[config.mk]
export PLATFORM = sky130hd
export DESIGN_NAME = lcp_run_cluster_detector_unit
export DESIGN_NICKNAME = d
export VERILOG_FILES = /design/src/lcprcd_pkg.sv /design/src/lcprcd_front.sv /design/src/lcprcd_queue.sv /design/src/lcprcd_back.sv /design/src/lcp_run_cluster_detector_unit.sv
export SDC_FILE = /design/constraint.sdc
export NUM_CORES = 1
export LEC_CHECK = 0
export BUFFER_PORTS_ARGS = -buffer_cell sky130_fd_sc_hd__buf_2
export CELL_PAD_IN_SITES_DETAIL_PLACEMENT = 1
export CELL_PAD_IN_SITES_GLOBAL_PLACEMENT = 2
export CORE_AREA = 2 2 286 232
export DETAILED_ROUTE_END_ITERATION = 12
export DIE_AREA = 0 0 288 234
export PLACE_DENSITY_LB_ADDON = 0.1
export SYNTH_ARGS = -nofsm -noshare
export SYNTH_HDL_FRONTEND = slang
export SYNTH_SLANG_ARGS = --single-unit
export TNS_END_PERCENT = 5
[constraint.sdc]
create_clock -name aclk -period 8.1 [get_ports aclk]
set_clock_uncertainty 0.2 [all_clocks]
set_input_delay 0.405 -clock aclk [delete_from_list [all_inputs] [get_ports aclk]]
set_output_delay 0.405 -clock aclk [all_outputs]
set_load 0.02 [all_outputs]
[src/lcprcd_pkg.sv]
// Package: shared widths, register indexes and item types of the LCP run cluster detector.
`timescale 1ns / 1ps

package lcprcd_pkg;

    // Field widths
    localparam int LCP_W  = 16;
    localparam int SEQ_W  = 32;
    localparam int POS_W  = 40;
    localparam int DATA_W = 32;
    localparam int ADDR_W = 1;

    // Configuration register indexes
    localparam logic [ADDR_W-1:0] REG_MIN_LCP    = 1'd0;
    localparam logic [ADDR_W-1:0] REG_READ_COUNT = 1'd1;

    // Input item
    typedef struct packed {
        logic [LCP_W-1:0] lcp_value;
        logic [SEQ_W-1:0] doc_id;
        logic             last_position;
    } lcprcd_in_t;

    // Result item
    typedef struct packed {
        logic [POS_W-1:0] cluster_start;
        logic [POS_W-1:0] cluster_length;
        logic             cluster_valid;
        logic [POS_W-1:0] max_length;
        logic [POS_W-1:0] cluster_total;
        logic             stream_done;
    } lcprcd_out_t;

    // Configuration seen by the front end
    typedef struct packed {
        logic [LCP_W-1:0] min_lcp;
        logic [SEQ_W-1:0] read_count;
    } lcprcd_cfg_t;

    // Classified item passed from front to back
    typedef struct packed {
        logic lcp_ge;     // LCP at or above threshold
        logic cur_read;   // this position's document is a read
        logic prev_read;  // previous position's document is a read
        logic last;       // final position of the stream
    } lcprcd_entry_t;

endpackage

[src/lcprcd_front.sv]
// Front end: accepts input items and classifies them against the threshold and read count.
`timescale 1ns / 1ps

module lcprcd_front (
    input  logic                    aclk,
    input  logic                    aresetn,
    input  lcprcd_pkg::lcprcd_cfg_t cfg,
    input  logic                    s_valid,
    output logic                    s_ready,
    input  lcprcd_pkg::lcprcd_in_t  s_data,
    output logic                    push,
    output lcprcd_pkg::lcprcd_entry_t push_entry,
    input  logic                    q_full
);

    logic [lcprcd_pkg::SEQ_W-1:0] prev_doc_reg;
    logic [lcprcd_pkg::SEQ_W-1:0] prev_doc_next;

    assign s_ready = !q_full;
    assign push    = s_valid && !q_full;

    // Classify the item; the previous document id is classified here as well
    always_comb begin
        push_entry.lcp_ge    = (s_data.lcp_value >= cfg.min_lcp);
        push_entry.cur_read  = (s_data.doc_id < cfg.read_count);
        push_entry.prev_read = (prev_doc_reg < cfg.read_count);
        push_entry.last      = s_data.last_position;
    end

    // Previous document id, back to zero after the last position
    always_comb begin
        prev_doc_next = prev_doc_reg;
        if (push) begin
            prev_doc_next = s_data.last_position ? '0 : s_data.doc_id;
        end
    end

    always_ff @(posedge aclk) begin
        if (!aresetn) begin
            prev_doc_reg <= '0;
        end else begin
            prev_doc_reg <= prev_doc_next;
        end
    end

endmodule

[src/lcprcd_queue.sv]
// Two-entry queue of classified items between front and back.
`timescale 1ns / 1ps

module lcprcd_queue (
    input  logic                      aclk,
    input  logic                      aresetn,
    input  logic                      push,
    input  lcprcd_pkg::lcprcd_entry_t push_entry,
    output logic                      full,
    input  logic                      pop,
    output logic                      q_valid,
    output lcprcd_pkg::lcprcd_entry_t q_entry
);

    lcprcd_pkg::lcprcd_entry_t mem_reg [2];
    logic       wr_ptr_reg, wr_ptr_next;
    logic       rd_ptr_reg, rd_ptr_next;
    logic [1:0] count_reg, count_next;
    logic       do_push, do_pop;

    assign full    = (count_reg == 2'd2);
    assign q_valid = (count_reg != 2'd0);
    assign q_entry = mem_reg[rd_ptr_reg];
    assign do_push = push && !full;
    assign do_pop  = pop && q_valid;

    // Pointer and fill bookkeeping
    always_comb begin
        wr_ptr_next = do_push ? ~wr_ptr_reg : wr_ptr_reg;
        rd_ptr_next = do_pop ? ~rd_ptr_reg : rd_ptr_reg;
        count_next  = count_reg;
        if (do_push && !do_pop) begin
            count_next = count_reg + 2'd1;
        end else if (do_pop && !do_push) begin
            count_next = count_reg - 2'd1;
        end
    end

    always_ff @(posedge aclk) begin
        if (!aresetn) begin
            wr_ptr_reg <= 1'b0;
            rd_ptr_reg <= 1'b0;
            count_reg  <= 2'd0;
        end else begin
            wr_ptr_reg <= wr_ptr_next;
            rd_ptr_reg <= rd_ptr_next;
            count_reg  <= count_next;
        end
    end

    always_ff @(posedge aclk) begin
        if (do_push) begin
            mem_reg[wr_ptr_reg] <= push_entry;
        end
    end

endmodule

[src/lcprcd_back.sv]
// Back end: cluster state, reporting and the result register.
`timescale 1ns / 1ps

module lcprcd_back (
    input  logic                      aclk,
    input  logic                      aresetn,
    input  logic                      q_valid,
    input  lcprcd_pkg::lcprcd_entry_t q_entry,
    output logic                      pop,
    output logic                      m_valid,
    input  logic                      m_ready,
    output lcprcd_pkg::lcprcd_out_t   m_data
);

    localparam int PW = lcprcd_pkg::POS_W;

    logic [PW-1:0] pos_reg, pos_next;
    logic [PW-1:0] start_reg, start_next;
    logic [PW-1:0] longest_reg, longest_next;
    logic [PW-1:0] count_reg, count_next;
    logic          open_reg, open_next;
    logic          has_read_reg, has_read_next;
    logic          has_genome_reg, has_genome_next;
    logic          m_valid_reg, m_valid_next;
    lcprcd_pkg::lcprcd_out_t m_data_reg, m_data_next;

    logic [PW-1:0] start1, rep_start, rep_end, rep_len, longest_upd, count_upd;
    logic          hr1, hg1, rep, emit;

    assign m_valid = m_valid_reg;
    assign m_data  = m_data_reg;
    assign pop     = q_valid && (!m_valid_reg || m_ready);

    // Per-item cluster update
    always_comb begin
        if (q_entry.lcp_ge) begin
            hr1 = has_read_reg | (!open_reg & q_entry.prev_read) | q_entry.cur_read;
            hg1 = has_genome_reg | (!open_reg & !q_entry.prev_read) | !q_entry.cur_read;
            if (open_reg) begin
                start1 = start_reg;
            end else begin
                start1 = (pos_reg == '0) ? '0 : pos_reg - PW'(1);
            end
            rep       = q_entry.last & hr1 & hg1;
            rep_start = start1;
            rep_end   = pos_reg + PW'(1);
        end else begin
            hr1       = 1'b0;
            hg1       = 1'b0;
            start1    = '0;
            rep       = open_reg & has_read_reg & has_genome_reg;
            rep_start = start_reg;
            rep_end   = pos_reg;
        end
        rep_len     = rep_end - rep_start;
        longest_upd = (rep && (rep_len > longest_reg)) ? rep_len : longest_reg;
        count_upd   = rep ? count_reg + PW'(1) : count_reg;
        emit        = rep | q_entry.last;
    end

    // State and result register
    always_comb begin
        pos_next        = pos_reg;
        start_next      = start_reg;
        longest_next    = longest_reg;
        count_next      = count_reg;
        open_next       = open_reg;
        has_read_next   = has_read_reg;
        has_genome_next = has_genome_reg;
        m_valid_next    = m_valid_reg && !m_ready;
        m_data_next     = m_data_reg;

        if (pop) begin
            if (q_entry.last) begin
                pos_next        = '0;
                start_next      = '0;
                longest_next    = '0;
                count_next      = '0;
                open_next       = 1'b0;
                has_read_next   = 1'b0;
                has_genome_next = 1'b0;
            end else begin
                pos_next        = pos_reg + PW'(1);
                start_next      = start1;
                longest_next    = longest_upd;
                count_next      = count_upd;
                open_next       = q_entry.lcp_ge;
                has_read_next   = hr1;
                has_genome_next = hg1;
            end
            if (emit) begin
                m_valid_next               = 1'b1;
                m_data_next.cluster_start  = rep ? rep_start : '0;
                m_data_next.cluster_length = rep ? rep_len : '0;
                m_data_next.cluster_valid  = rep;
                m_data_next.max_length     = longest_upd;
                m_data_next.cluster_total  = count_upd;
                m_data_next.stream_done    = q_entry.last;
            end
        end
    end

    always_ff @(posedge aclk) begin
        if (!aresetn) begin
            pos_reg        <= '0;
            start_reg      <= '0;
            longest_reg    <= '0;
            count_reg      <= '0;
            open_reg       <= 1'b0;
            has_read_reg   <= 1'b0;
            has_genome_reg <= 1'b0;
            m_valid_reg    <= 1'b0;
        end else begin
            pos_reg        <= pos_next;
            start_reg      <= start_next;
            longest_reg    <= longest_next;
            count_reg      <= count_next;
            open_reg       <= open_next;
            has_read_reg   <= has_read_next;
            has_genome_reg <= has_genome_next;
            m_valid_reg    <= m_valid_next;
        end
    end

    always_ff @(posedge aclk) begin
        m_data_reg <= m_data_next;
    end

    // Stream end returns the cluster state to its start
    a_last_clears: assert property (@(posedge aclk) disable iff (!aresetn)
        (pop && q_entry.last) |=> (pos_reg == '0 && !open_reg && count_reg == '0))
        else $error("stream state not cleared after last item");

    // Content flags only while a cluster is open
    a_flags_open: assert property (@(posedge aclk) disable iff (!aresetn)
        !open_reg |-> (!has_read_reg && !has_genome_reg))
        else $error("read/genome flag set with no open cluster");

    // A bare end report carries no cluster
    a_bare_report: assert property (@(posedge aclk) disable iff (!aresetn)
        (m_valid_reg && !m_data_reg.cluster_valid) |->
        (m_data_reg.stream_done && m_data_reg.cluster_start == '0 &&
         m_data_reg.cluster_length == '0))
        else $error("result without cluster is not a clean end report");

    // Reported length never exceeds the running maximum
    a_max_bound: assert property (@(posedge aclk) disable iff (!aresetn)
        (m_valid_reg && m_data_reg.cluster_valid) |->
        (m_data_reg.max_length >= m_data_reg.cluster_length &&
         m_data_reg.cluster_total != '0))
        else $error("cluster length above max or total is zero");

    // A stalled result is held until taken
    a_hold: assert property (@(posedge aclk) disable iff (!aresetn)
        (m_valid_reg && !m_ready) |=> (m_valid_reg && $stable(m_data_reg)))
        else $error("result changed while stalled");

endmodule

[src/lcp_run_cluster_detector_unit.sv]
// Top level: LCP run cluster detector with configuration registers.
//
// Usage:
//   Input channel s_valid/s_ready/s_data carries one position of the sorted
//   suffix list per item (LCP value, document id, last-position flag).
//   Result channel m_valid/m_ready/m_data carries at most one result per
//   item: a qualifying cluster when a run closes, and always one result on
//   the last position, flagged stream_done.
//   Configuration: cfg_we writes cfg_wdata into register cfg_addr
//   (min_lcp, read_count); write only while no item is in flight.
// Flow:
//   An accepted item passes through the queue, and its result is captured in
//   the back end's result register. Throughput is one item per cycle while
//   m_ready is high, set by the combinational cluster update in the back end.
//   A two-entry queue between the classifying front end and the back end, and
//   the result register, let the input keep flowing while a result waits.
// Reset:
//   aresetn (synchronous, active low) clears the stream state, queue, configuration
//   registers and result valid flag. When m_ready is low, the held result stalls the back end, the
//   queue fills, and s_ready falls after at most two more items.
`timescale 1ns / 1ps

module lcp_run_cluster_detector_unit (
    input  logic                               aclk,
    input  logic                               aresetn,
    input  logic                               cfg_we,
    input  logic [lcprcd_pkg::ADDR_W-1:0]      cfg_addr,
    input  logic [lcprcd_pkg::DATA_W-1:0]      cfg_wdata,
    input  logic                               s_valid,
    output logic                               s_ready,
    input  lcprcd_pkg::lcprcd_in_t             s_data,
    output logic                               m_valid,
    input  logic                               m_ready,
    output lcprcd_pkg::lcprcd_out_t            m_data
);

    lcprcd_pkg::lcprcd_cfg_t   cfg_reg, cfg_next;
    lcprcd_pkg::lcprcd_entry_t push_entry, q_entry;
    logic push, q_full, pop, q_valid;

    // Configuration registers
    always_comb begin
        cfg_next = cfg_reg;
        if (cfg_we) begin
            case (cfg_addr)
                lcprcd_pkg::REG_MIN_LCP: begin
                    cfg_next.min_lcp = cfg_wdata[lcprcd_pkg::LCP_W-1:0];
                end
                lcprcd_pkg::REG_READ_COUNT: begin
                    cfg_next.read_count = cfg_wdata[lcprcd_pkg::SEQ_W-1:0];
                end
                default: begin
                    cfg_next = cfg_reg;
                end
            endcase
        end
    end

    always_ff @(posedge aclk) begin
        if (!aresetn) begin
            cfg_reg <= '0;
        end else begin
            cfg_reg <= cfg_next;
        end
    end

    lcprcd_front u_front (
        .aclk       (aclk),
        .aresetn    (aresetn),
        .cfg        (cfg_reg),
        .s_valid    (s_valid),
        .s_ready    (s_ready),
        .s_data     (s_data),
        .push       (push),
        .push_entry (push_entry),
        .q_full     (q_full)
    );

    lcprcd_queue u_queue (
        .aclk       (aclk),
        .aresetn    (aresetn),
        .push       (push),
        .push_entry (push_entry),
        .full       (q_full),
        .pop        (pop),
        .q_valid    (q_valid),
        .q_entry    (q_entry)
    );

    lcprcd_back u_back (
        .aclk    (aclk),
        .aresetn (aresetn),
        .q_valid (q_valid),
        .q_entry (q_entry),
        .pop     (pop),
        .m_valid (m_valid),
        .m_ready (m_ready),
        .m_data  (m_data)
    );

endmodule
======== Yosys cells after proc, flatten, opt, wreduce, memory -nomap -nowiden ========
Memories as Yosys holds them, arrays and structs flattened. A register that Yosys moved wholly into a read port is not among the register bits.
Cells that the tools add are included.
word-level totals
  bits in registers ....................... 410
  bits in writable memories ............... 8
  output and inout bits ................... 164
  word-level logic and storage cells ...... 95
  memories ................................ 1
memory list
  name             words  width  rd ports  clocked after Yosys merged registers in  write ports  RTL line            RTL
  u_queue.mem_reg  2      4      1         1                                        1            lcprcd_queue.sv:15  lcprcd_pkg::lcprcd_entry_t mem_reg [2];
operators by class
  add/subtract/negate cells ............... 6
  magnitude comparators ................... 4
  eq/ne operators ......................... 1
  multiplexer cells ....................... 26
  bitwise operators ....................... 14
  reductions and logical operators ........ 23
operators with widths
  operator                                                              count
  40-bit two-way mux                                                    11
  40-bit by 1-bit adder with 40-bit output, second input constant       2
  32-bit < comparator                                                   2
  40-bit > comparator                                                   1
  40-bit zero test                                                      1
  40-bit by 1-bit subtractor with 40-bit output, second input constant  1
  40-bit subtractor                                                     1
  32-bit two-way mux                                                    1
  16-bit greater-or-equal comparator                                    1
  1-bit two-way mux                                                     12
  1-bit logical AND                                                     8
  1-bit zero test                                                       8
  1-bit bitwise AND                                                     6
  2-bit AND reduction                                                   3
  1-bit OR                                                              5
  2-bit two-way mux                                                     2
  2-bit nonzero test                                                    2
  1-bit NOT                                                             3
  2-bit by 1-bit adder with 2-bit output, second input constant         1
  2-bit equality test, second input constant                            1
  2-bit by 1-bit subtractor with 2-bit output, second input constant    1
  1-bit logical OR                                                      1

======== Depth between registers and ports, before layout ========
Gate-level depths: netlist of the first run.
  depth after elaboration ................. 10
  depth in mapped cells ................... 31
  mapped depth without buffers ............ 27

======== Hierarchy ========
Synthesis of the first run repeated with hierarchy kept, for this count alone.
unflattened totals
  cells, all modules ...................... 2,605
  area total of the unflattened synthesis .. 23,914.2 um^2
by module, submodules not included
  module                         instances  cells an instance  area an instance (um^2)
  lcprcd_back                    1          1,988              18,403.9
  lcprcd_front                   1          382                3,141.8
  lcp_run_cluster_detector_unit  1          197                1,853.0
  lcprcd_queue                   1          38                 515.5

======== Worst setup path before layout of the first run ========
No wires, ideal clock.
  path type ............................... reg2reg
  start point ............................. reg u_back.pos_reg[24]
  end point ............................... reg u_back.m_data_reg (netlist bit u_back.m_data[70]), data pin
  arrival time ............................ 6.645 ns
  path slack .............................. 0.995 ns
  stages on the path, launching flop included .. 30
  buffers on the path ..................... 6
  clock period less this slack ............ 7.105 ns
  cell sequence ........................... dfxtp_1 -> buf_6 -> or4_4 -> or4_4 -> nor3_2 -> and4b_1 -> buf_4 -> nor2_1 -> clkbuf_1 -> a22oi_1 -> ha_1 -> clkbuf_1 -> a21oi_1 -> o21ai_0 -> a21oi_1 -> nor3_1 -> a211oi_1 -> o211ai_1 -> a221oi_1 -> xor2_1 -> ha_1 -> nand4_1 -> nor2_1 -> nand4_1 -> or4_1 -> o41ai_1 -> a41oi_4 -> buf_4 -> buf_2 -> mux2_2
between the ends
  cells in the longest elaborated chain, start to end .. 8
  elaborated cells on any way between the ends .. 11
  those cells by class .................... 3 x add/sub; 1 x order compare; 5 x mux; 2 x reduce/logical
RTL lines
  element                                                                            RTL line            RTL
  start: declaration                                                                 lcprcd_back.sv:17   logic [PW-1:0] pos_reg, pos_next;
  start signal: assignment                                                           lcprcd_back.sv:114  pos_reg <= pos_next;
  40-bit by 1-bit subtractor with 40-bit output or 40-bit zero test (tied branches)  lcprcd_back.sv:42   start1 = (pos_reg == '0) ? '0 : pos_reg - PW'(1);
  40-bit two-way mux                                                                 lcprcd_back.sv:42
  40-bit two-way mux                                                                 lcprcd_back.sv:39   if (open_reg) begin
  40-bit two-way mux                                                                 lcprcd_back.sv:36   if (q_entry.lcp_ge) begin
  40-bit subtractor *                                                                lcprcd_back.sv:55   rep_len = rep_end - rep_start;
  named net u_back.rep_len[39]                                                       lcprcd_back.sv:27   logic [PW-1:0] start1, rep_start, rep_end, rep_len, longest_upd, count_upd;
  40-bit > comparator *                                                              lcprcd_back.sv:56   longest_upd = (rep && (rep_len > longest_reg)) ? rep_len : longest_reg;
  1-bit logical AND *                                                                lcprcd_back.sv:56
  40-bit two-way mux *                                                               lcprcd_back.sv:56
  named net u_back.longest_upd[29]                                                   lcprcd_back.sv:27
  end signal: assignment                                                             lcprcd_back.sv:126  m_data_reg <= m_data_next;
  end: declaration                                                                   lcprcd_back.sv:25   lcprcd_pkg::lcprcd_out_t m_data_reg, m_data_next;
Mark *: on every way through the listed nets, which the timed path passes. The rest lies on a longest branch.
A chain may end at the register's enable or synchronous reset.

======== Worst setup path after layout of the first run ========
  start point ............................. reg u_back.pos_reg[24]
  end point ............................... reg u_back.longest_reg[2]
between the ends
  cells in the longest elaborated chain, start to end .. 9
  elaborated cells on any way between the ends .. 12
  those cells by class .................... 3 x add/sub; 1 x order compare; 6 x mux; 2 x reduce/logical
RTL lines
  element                                                                            RTL line            RTL
  40-bit by 1-bit subtractor with 40-bit output or 40-bit zero test (tied branches)  lcprcd_back.sv:42
  40-bit two-way mux                                                                 lcprcd_back.sv:42
  40-bit two-way mux                                                                 lcprcd_back.sv:39
  40-bit two-way mux                                                                 lcprcd_back.sv:36
  40-bit subtractor *                                                                lcprcd_back.sv:55
  named net u_back.rep_len[39]                                                       lcprcd_back.sv:27
  40-bit > comparator *                                                              lcprcd_back.sv:56
  1-bit logical AND *                                                                lcprcd_back.sv:56
  40-bit two-way mux *                                                               lcprcd_back.sv:56
  named net u_back.longest_upd[2]                                                    lcprcd_back.sv:27
  40-bit two-way mux *                                                               lcprcd_back.sv:74   if (q_entry.last) begin
  end signal: assignment                                                             lcprcd_back.sv:116  longest_reg <= longest_next;
  end: declaration                                                                   lcprcd_back.sv:19   logic [PW-1:0] longest_reg, longest_next;
Marks and branches as above.

==> flow_metrics.py, run 1 <==
metrics = {
    "timing": {
        "max_freq_mhz": 131,
        "hold_viol_final": 0,
        "worst_pin_slew_ns": 1.14,
        "setup_viol_count_final": 0,
        "max_slew_margin_pct": 23.8,
        "period_needed_ns": 7.64,
        "fin_crit_sh_pct": 94.3,
        "setup_tns_ns": 0,
        "drv_slew": 0,
    },
    "worst_setup_path": {
        "crit_top_cell": "or4_4",
        "start_kind": "flip-flop",
        "cp_num_buf_inv": 2,
        "worstPathRequired_ns": 8.32,
        "path_class": "flip-flop to flip-flop",
        "path_max_fanout": 17,
        "cp_top_family": "compound AO/OA/AOI/OAI gates",
        "slowest_stage": "or4_4",
        "critPathCaptureType": "flip-flop",
        "cp.arrival_ns": 7.86,
        "slowest_delay_ns": 0.61,
    },
    "synthesis": {
        "synth_largest_area_cell": "edfxtp_1",
        "synth_cell_types": 79,
        "synth_area_um2": 23700,
        "yosysWarnings": 0,
        "synth_ff_type": "dfxtp_1",
        "netlist_instances": 2589,
        "synth_top_area_share_pct": 21.6,
        "synth.avg_cell_area_um2": 9.15,
        "async_flop_share_pct": 0,
        "synth_most_common_cell": "nand2_1",
        "netlist_top_cells_area": "edfxtp_1 22%, dfxtp_1 21%, ha_1 8.6%, nand2_1 4.6%, xnor2_1 3.2%",
        "ys_top_cells_by_count": "289 x nand2_1, 249 x dfxtp_1, 170 x edfxtp_1",
        "ys_ff_latch": 419,
        "synth-edff-count": 170,
        "seq_area_frac_synth_pct": 42.6,
        "syn-num-nets": 2839,
    },
    "floorplan": {
        "fp.dieW_um": 288,
        "core-area_um2": 64700,
        "start_util_pct": 36.6,
        "ioPinCount": 251,
        "die_area_um2": 67400,
        "row_count": 84,
        "fp.dieH_um": 234,
    },
    "drt": {
        "post_drt_wl_per_cell_um": 20.4,
        "via_per_inst": 5.30,
        "met3_length_mm": 2.32,
        "num_vias": 19743,
        "wl_met1_mm": 37.0,
        "met2_length_mm": 35.6,
        "ant_nets": 0,
        "dr.max_layer_used": "met4",
        "drc_errors": 0,
        "drt-initial-drc-count": 976,
        "drt_first_pass_iters": 5,
        "routed_wl_mm": 76.1,
    },
    "clock_network": {
        "clk_latency_ns": 0.60,
        "cts-buffers-inserted": 48,
        "clkTransAtPathRegs_ns": 0.06,
        "cts_tree": "yes",
        "root_buffer": "clkbuf_16",
        "clock_path_buffers": 3,
        "htreeDepth": 2,
        "clock_sinks": 419,
    },
    "final_layout": {
        "drive_gt1_share_pct": 16.5,
        "largest_reg_flops": 162,
        "final_util_pct": 43.2,
        "syn2layout_area_growth_pct": 18.2,
        "nets": 3075,
    },
    "pwr": {
        "ir_worst_vdd_mv": 0.178,
        "total_leakage_power_nw": 11.1,
        "powerDensity_nw_per_um2": 374,
    },
    "global_routing": {
        "grt_pass1_wl_mm": 119,
        "antenna_found_initial": 1,
        "first_global_vias": 20392,
        "grt_max_degree": 108,
        "overflow": 0,
        "grtUsageTotal_pct": 22.5,
    },
    "job": {
        "drv_cap": 0,
    },
    "min_path": {
        "hold_path.class": "input pin to flip-flop",
    },
    "placed_design": {
        "port_buffers": 250,
        "gp_congestion": 0.865,
        "dp_hpwl_mm": 54.5,
    },
    "run_status": {
        "status": "finished, final reports clean",
    },
}
==> layout make-up <==
| type | count | area, um^2 |
|---|---|---|
| tap | 860 | 1080 |
| sequential | 419 | 10100 |
| clock inverter | 27 | 325 |
| clock buffer | 62 | 1300 |
| antenna | 1 | 2.50 |
| multi-input combinational | 1884 | 12600 |
| fill | 7437 | 36700 |
| timing repair buffer | 355 | 2180 |
| inverter | 117 | 444 |
==> worst paths after layout <==
path | slack, ns | endpoint | cells past startpoint | from
worst min-delay path | 0.05 | u_front.prev_doc_reg[12]$_SDFFE_PN0P_ | 4 | s_data[13]
worst max-delay path | 0.46 | u_back.longest_reg[2]$_SDFFE_PN0P_ | 27 | u_back.pos_reg[24]$_SDFFE_PN0P_
worst min register to register | 0.27 | cfg_reg[41]$_SDFFE_PN0P_ | 2 | cfg_reg[41]$_SDFFE_PN0P_
worst max register to register | 0.46 | u_back.longest_reg[2]$_SDFFE_PN0P_ | 27 | u_back.pos_reg[24]$_SDFFE_PN0P_
==> layout by cell type (no fill, tap or decap), drive strengths merged, types with 7 or more instances in the layout <==
| master | instances |
|---|---|
| nand3 | 39 |
| or4 | 11 |
| mux2 | 28 |
| nand2b | 10 |
| ha | 162 |
| a21oi | 150 |
| nand2 | 289 |
| bufinv | 7 |
| nor4 | 19 |
| a22o | 31 |
| xnor2 | 87 |
| and3 | 24 |
| edfxtp | 170 |
| nor2 | 164 |
| dlygate4sd3 | 33 |
| clkbuf | 62 |
| and2 | 75 |
| a21boi | 61 |
| dfxtp | 249 |
| nor3b | 36 |
| a211oi | 7 |
| inv | 117 |
| o21ai | 147 |
| a21o | 60 |
| and4 | 11 |
| or3 | 15 |
| clkinv | 18 |
| a31oi | 9 |
| nor3 | 57 |
| buf | 322 |
| xor2 | 67 |
| o21a | 19 |
| nor2b | 109 |
| a22oi | 60 |
| nand4 | 40 |
| o31ai | 15 |
| mux2i | 8 |
| o21bai | 8 |
==> tightest hold or removal path, stage by stage <==
cell	delay, ns
buf_2	0.11
nor3b_1	0.13
a21oi_1	0.11
nor2b_1	0.05
==> power breakdown <==
part           leakage [nW]  switching [mW]  total (mW)  internal (mW)
clock                 0.796           0.934        2.29           1.36
sequential             3.64           0.124        2.78           2.65
combinational          6.69            3.47        5.39           1.91
total                  11.1            4.53        10.5           5.92
==> routing by layer <==
layer	GRT usage [%]	vias to the layer above
met3	2.64	77
met4	4.49	0
met1	31.3	9793
met5	0	-
li1	-	9601
met2	37.7	272
==> metrics by stage <==
| step | setup slack (ns) | hold WS, ns | power (mW) | cells | instance area [um^2] |
|---|---|---|---|---|---|
| finish | 0.463 | 0.0473 | 10.5 | 3725 | 28000 |
| global route | -0.0219 | 0.0501 | 11.2 | 3724 | 28000 |
| CTS | 0.0661 | 0.00640 | 10.5 | 3724 | 27900 |
| detailed placement | 0.124 | 0.263 | 8.17 | 3602 | 25900 |
| global placement | 0.255 | 0.253 | 8.08 | 3602 | 25900 |
| floorplan | 0.995 | 0.243 | 6.12 | 2589 | 23700 |
==> kinds of logic after synthesis <==
logic type | count (synthesis) | share of synthesized area, %
fa+ha+maj | 163 | 8.64
mux | 36 | 1.69
compound gates | 618 | 17.0
flops | 419 | 42.6
simple gates | 913 | 19.5
buf+inv | 286 | 4.82
xor+xnor | 154 | 5.70
==> timing repair <==
action | 4_1_cts | 5_1_grt
resized for setup | 0 | 21
hold endpoints to repair | 49 | 0
setup endpoints to repair | 0 | 80
hold buffers | 33 | 0
setup buffers | 0 | 0
Note: power is estimated with default switching activity, not from simulation.
==> inputs of run 2 (changes only) <==
Settings changed: CORE_AREA 2 2 286 232 to 2 2 270 246, DIE_AREA 0 0 288 234 to 0 0 272 248.
==> flow_metrics.py, run 2 (synthesized netlist as in run 1, its figures left out) <==
metrics = {
    "final_layout": {
        "final_util_pct": 43.3,
        "syn2layout_area_growth_pct": 18.4,
        "nets": 3070,
        "largest_reg_flops": 162,
        "seqCellArea_um2": 10100,
        "final_cell_mix": "287 x nand2_1, 249 x buf_2, 248 x dfxtp_1",
        "multi_input_area_um2": 12600,
        "antenna_cells": 0,
        "drive_gt1_share_pct": 16.5,
        "fill_cells": 7440,
        "fin_area_um2": 28000,
        "final_common_cell": "nand2_1",
    },
    "worst_setup_path": {
        "worstPathRequired_ns": 8.36,
        "timing.critical_path.to": "u_back.longest_reg[6]$_SDFFE_PN0P_",
        "cp.arrival_ns": 7.98,
        "start_kind": "flip-flop",
        "slowest_stage": "or4_1",
        "worstSetupStartpoint": "u_back.pos_reg[2]$_SDFFE_PN0P_",
        "worst-r2r-cell-count": 28,
        "reg2reg_from": "u_back.pos_reg[2]$_SDFFE_PN0P_",
        "crit_top_cell": "a21o_1",
        "critPathCaptureType": "flip-flop",
        "path_class": "flip-flop to flip-flop",
        "path_max_fanout": 28,
        "slowest_delay_ns": 0.62,
        "timing.rr.end": "u_back.longest_reg[6]$_SDFFE_PN0P_",
        "rrSetupSlack_ns": 0.39,
    },
    "drt": {
        "drc_errors": 0,
        "via_per_inst": 5.30,
        "post_drt_wl_per_cell_um": 20.3,
        "ant_nets": 0,
        "drt-initial-drc-count": 976,
        "drt_first_pass_iters": 5,
        "num_vias": 19724,
        "routed_wl_mm": 75.4,
    },
    "timing": {
        "max_slew_margin_pct": 19.1,
        "setup_viol_count_final": 0,
        "worst_pin_slew_ns": 1.21,
        "hold_viol_final": 0,
        "max_freq_mhz": 130,
        "period_needed_ns": 7.71,
        "fin_crit_sh_pct": 95.2,
        "drv_slew": 0,
        "setup_tns_ns": 0,
        "worst_slack_ns": 0.385,
    },
    "global_routing": {
        "grt_use_met2_pct": 37.4,
        "grtUsageTotal_pct": 22.1,
        "overflow": 0,
        "use_met3_pct": 2.58,
        "top_usage_layer": "met2",
        "first_global_vias": 20697,
        "antenna_found_initial": 0,
        "grt_use_met1_pct": 30.0,
        "grt_max_degree": 110,
        "grt_pass1_wl_mm": 117,
    },
    "clock_network": {
        "htreeDepth": 2,
        "root_buffer": "clkbuf_16",
        "clock_path_buffers": 3,
        "clock_sinks": 419,
        "cts-buffers-inserted": 49,
        "clkTransAtPathRegs_ns": 0.06,
        "cts_tree": "yes",
        "clk_latency_ns": 0.61,
    },
    "pwr": {
        "powerDensity_nw_per_um2": 371,
        "p_sw_mw": 4.49,
        "swShare_pct": 43.1,
        "comb_power_share_pct": 50.8,
        "ir_worst_vdd_mv": 0.208,
        "p_int_mw": 5.92,
        "fin_total_pwr_mw": 10.4,
        "total_leakage_power_nw": 11.1,
        "pwr-share-clk_pct": 22.6,
        "p_seq_share_pct": 26.6,
    },
    "placed_design": {
        "gp_congestion": 0.852,
        "placed_area_um2": 25900,
        "port_buffers": 250,
        "place_ws_ns": -0.296,
        "dp_hpwl_mm": 54.3,
    },
    "floorplan": {
        "ioPinCount": 251,
        "fp.dieH_um": 248,
        "die_area_um2": 67500,
        "fp.dieW_um": 272,
        "core-area_um2": 64700,
        "start_util_pct": 36.6,
        "row_count": 89,
    },
    "job": {
        "drv_cap": 0,
    },
    "run_status": {
        "status": "finished, final reports clean",
    },
    "min_path": {
        "hold_path.class": "input pin to flip-flop",
    },
}
-- run 2: cell count changes in the layout (fill, tap and decap cells not counted), moves of 2 or more --
cell | previous run | this run
buf_4 | 68 | 64
clkbuf_1 | 9 | 7
clkbuf_16 | 48 | 52
clkbuf_8 | 5 | 2
clkinv_1 | 9 | 6
clkinv_2 | 8 | 11
clkinvlp_4 | 2 | 5
nor2_1 | 163 | 161
nor2_2 | 0 | 2
o41ai_2 | 4 | 2
-- run 2: worst min path at each step --
stage | slack [ns] | to | from | depth (start not counted)
floorplan | 0.24 | cfg_reg[10]$_SDFFE_PN0P_ | cfg_reg[10]$_SDFFE_PN0P_ | 2
global placement | 0.26 | cfg_reg[17]$_SDFFE_PN0P_ | cfg_reg[17]$_SDFFE_PN0P_ | 2
detailed placement | 0.26 | cfg_reg[35]$_SDFFE_PN0P_ | cfg_reg[35]$_SDFFE_PN0P_ | 2
CTS | 0.02 | u_back.pos_reg[6]$_SDFFE_PN0P_ | aresetn | 2
global route | 0.05 | u_back.count_reg[3]$_SDFFE_PN0P_ | aresetn | 2
finish | 0.04 | u_back.pos_reg[6]$_SDFFE_PN0P_ | aresetn | 2
-- run 2: layer usage --
layer	vias to the layer above	wire length (um)
li1	9581	-
met1	9748	36400
met2	300	35200
met3	95	2310
met4	0	1560
met5	-	0
-- run 2: power by group through the flow --
stage                     sequential [mW]  combinational [mW]  clock, mW
after floorplan                      3.12                3.00          0
after global placement               2.81                5.11          0
after detailed placement             2.82                5.19          0
after CTS                            2.77                5.25       2.43
after global routing                 2.80                5.83       2.51
final                                2.76                5.29       2.36
-- run 2: what timing repair did --
item / in CTS / in global routing
gates resized for setup: 4 / 16
setup buffers: 0 / 2
pin swaps: 0 / 2
setup endpoints to repair: 80 / 80
hold buffers: 33 / 0
hold endpoints to repair: 49 / 0
-- run 2: through the flow --
stage	instances	hold WS (ns)
floorplan	2589	0.243
global placement	3598	0.258
detailed placement	3598	0.262
CTS	3722	0.0157
global route	3724	0.0510
finish	3724	0.0369
-- run 2: worst max-delay path, delay by kind of cell, from the launching register on --
| family | cells | cell delay, ns |
|---|---|---|
| AND/OR/NAND/NOR | 11 | 3.06 |
| AO/OA/AOI/OAI | 9 | 1.59 |
| adder cells (fa/ha/maj) | 2 | 0.74 |
| multiplexers | 2 | 0.69 |
| buffers and inverters | 3 | 0.68 |
| flip-flops | 1 | 0.41 |
| XOR/XNOR | 1 | 0.19 |
-- run 2: final cells by class --
class | instances | area share, %
clock buffer | 61 | 4.83
sequential | 419 | 36.0
clock inverter | 30 | 1.23
timing repair buffer | 349 | 7.55
tap | 864 | 3.86
inverter | 117 | 1.58
multi-input combinational | 1884 | 44.9
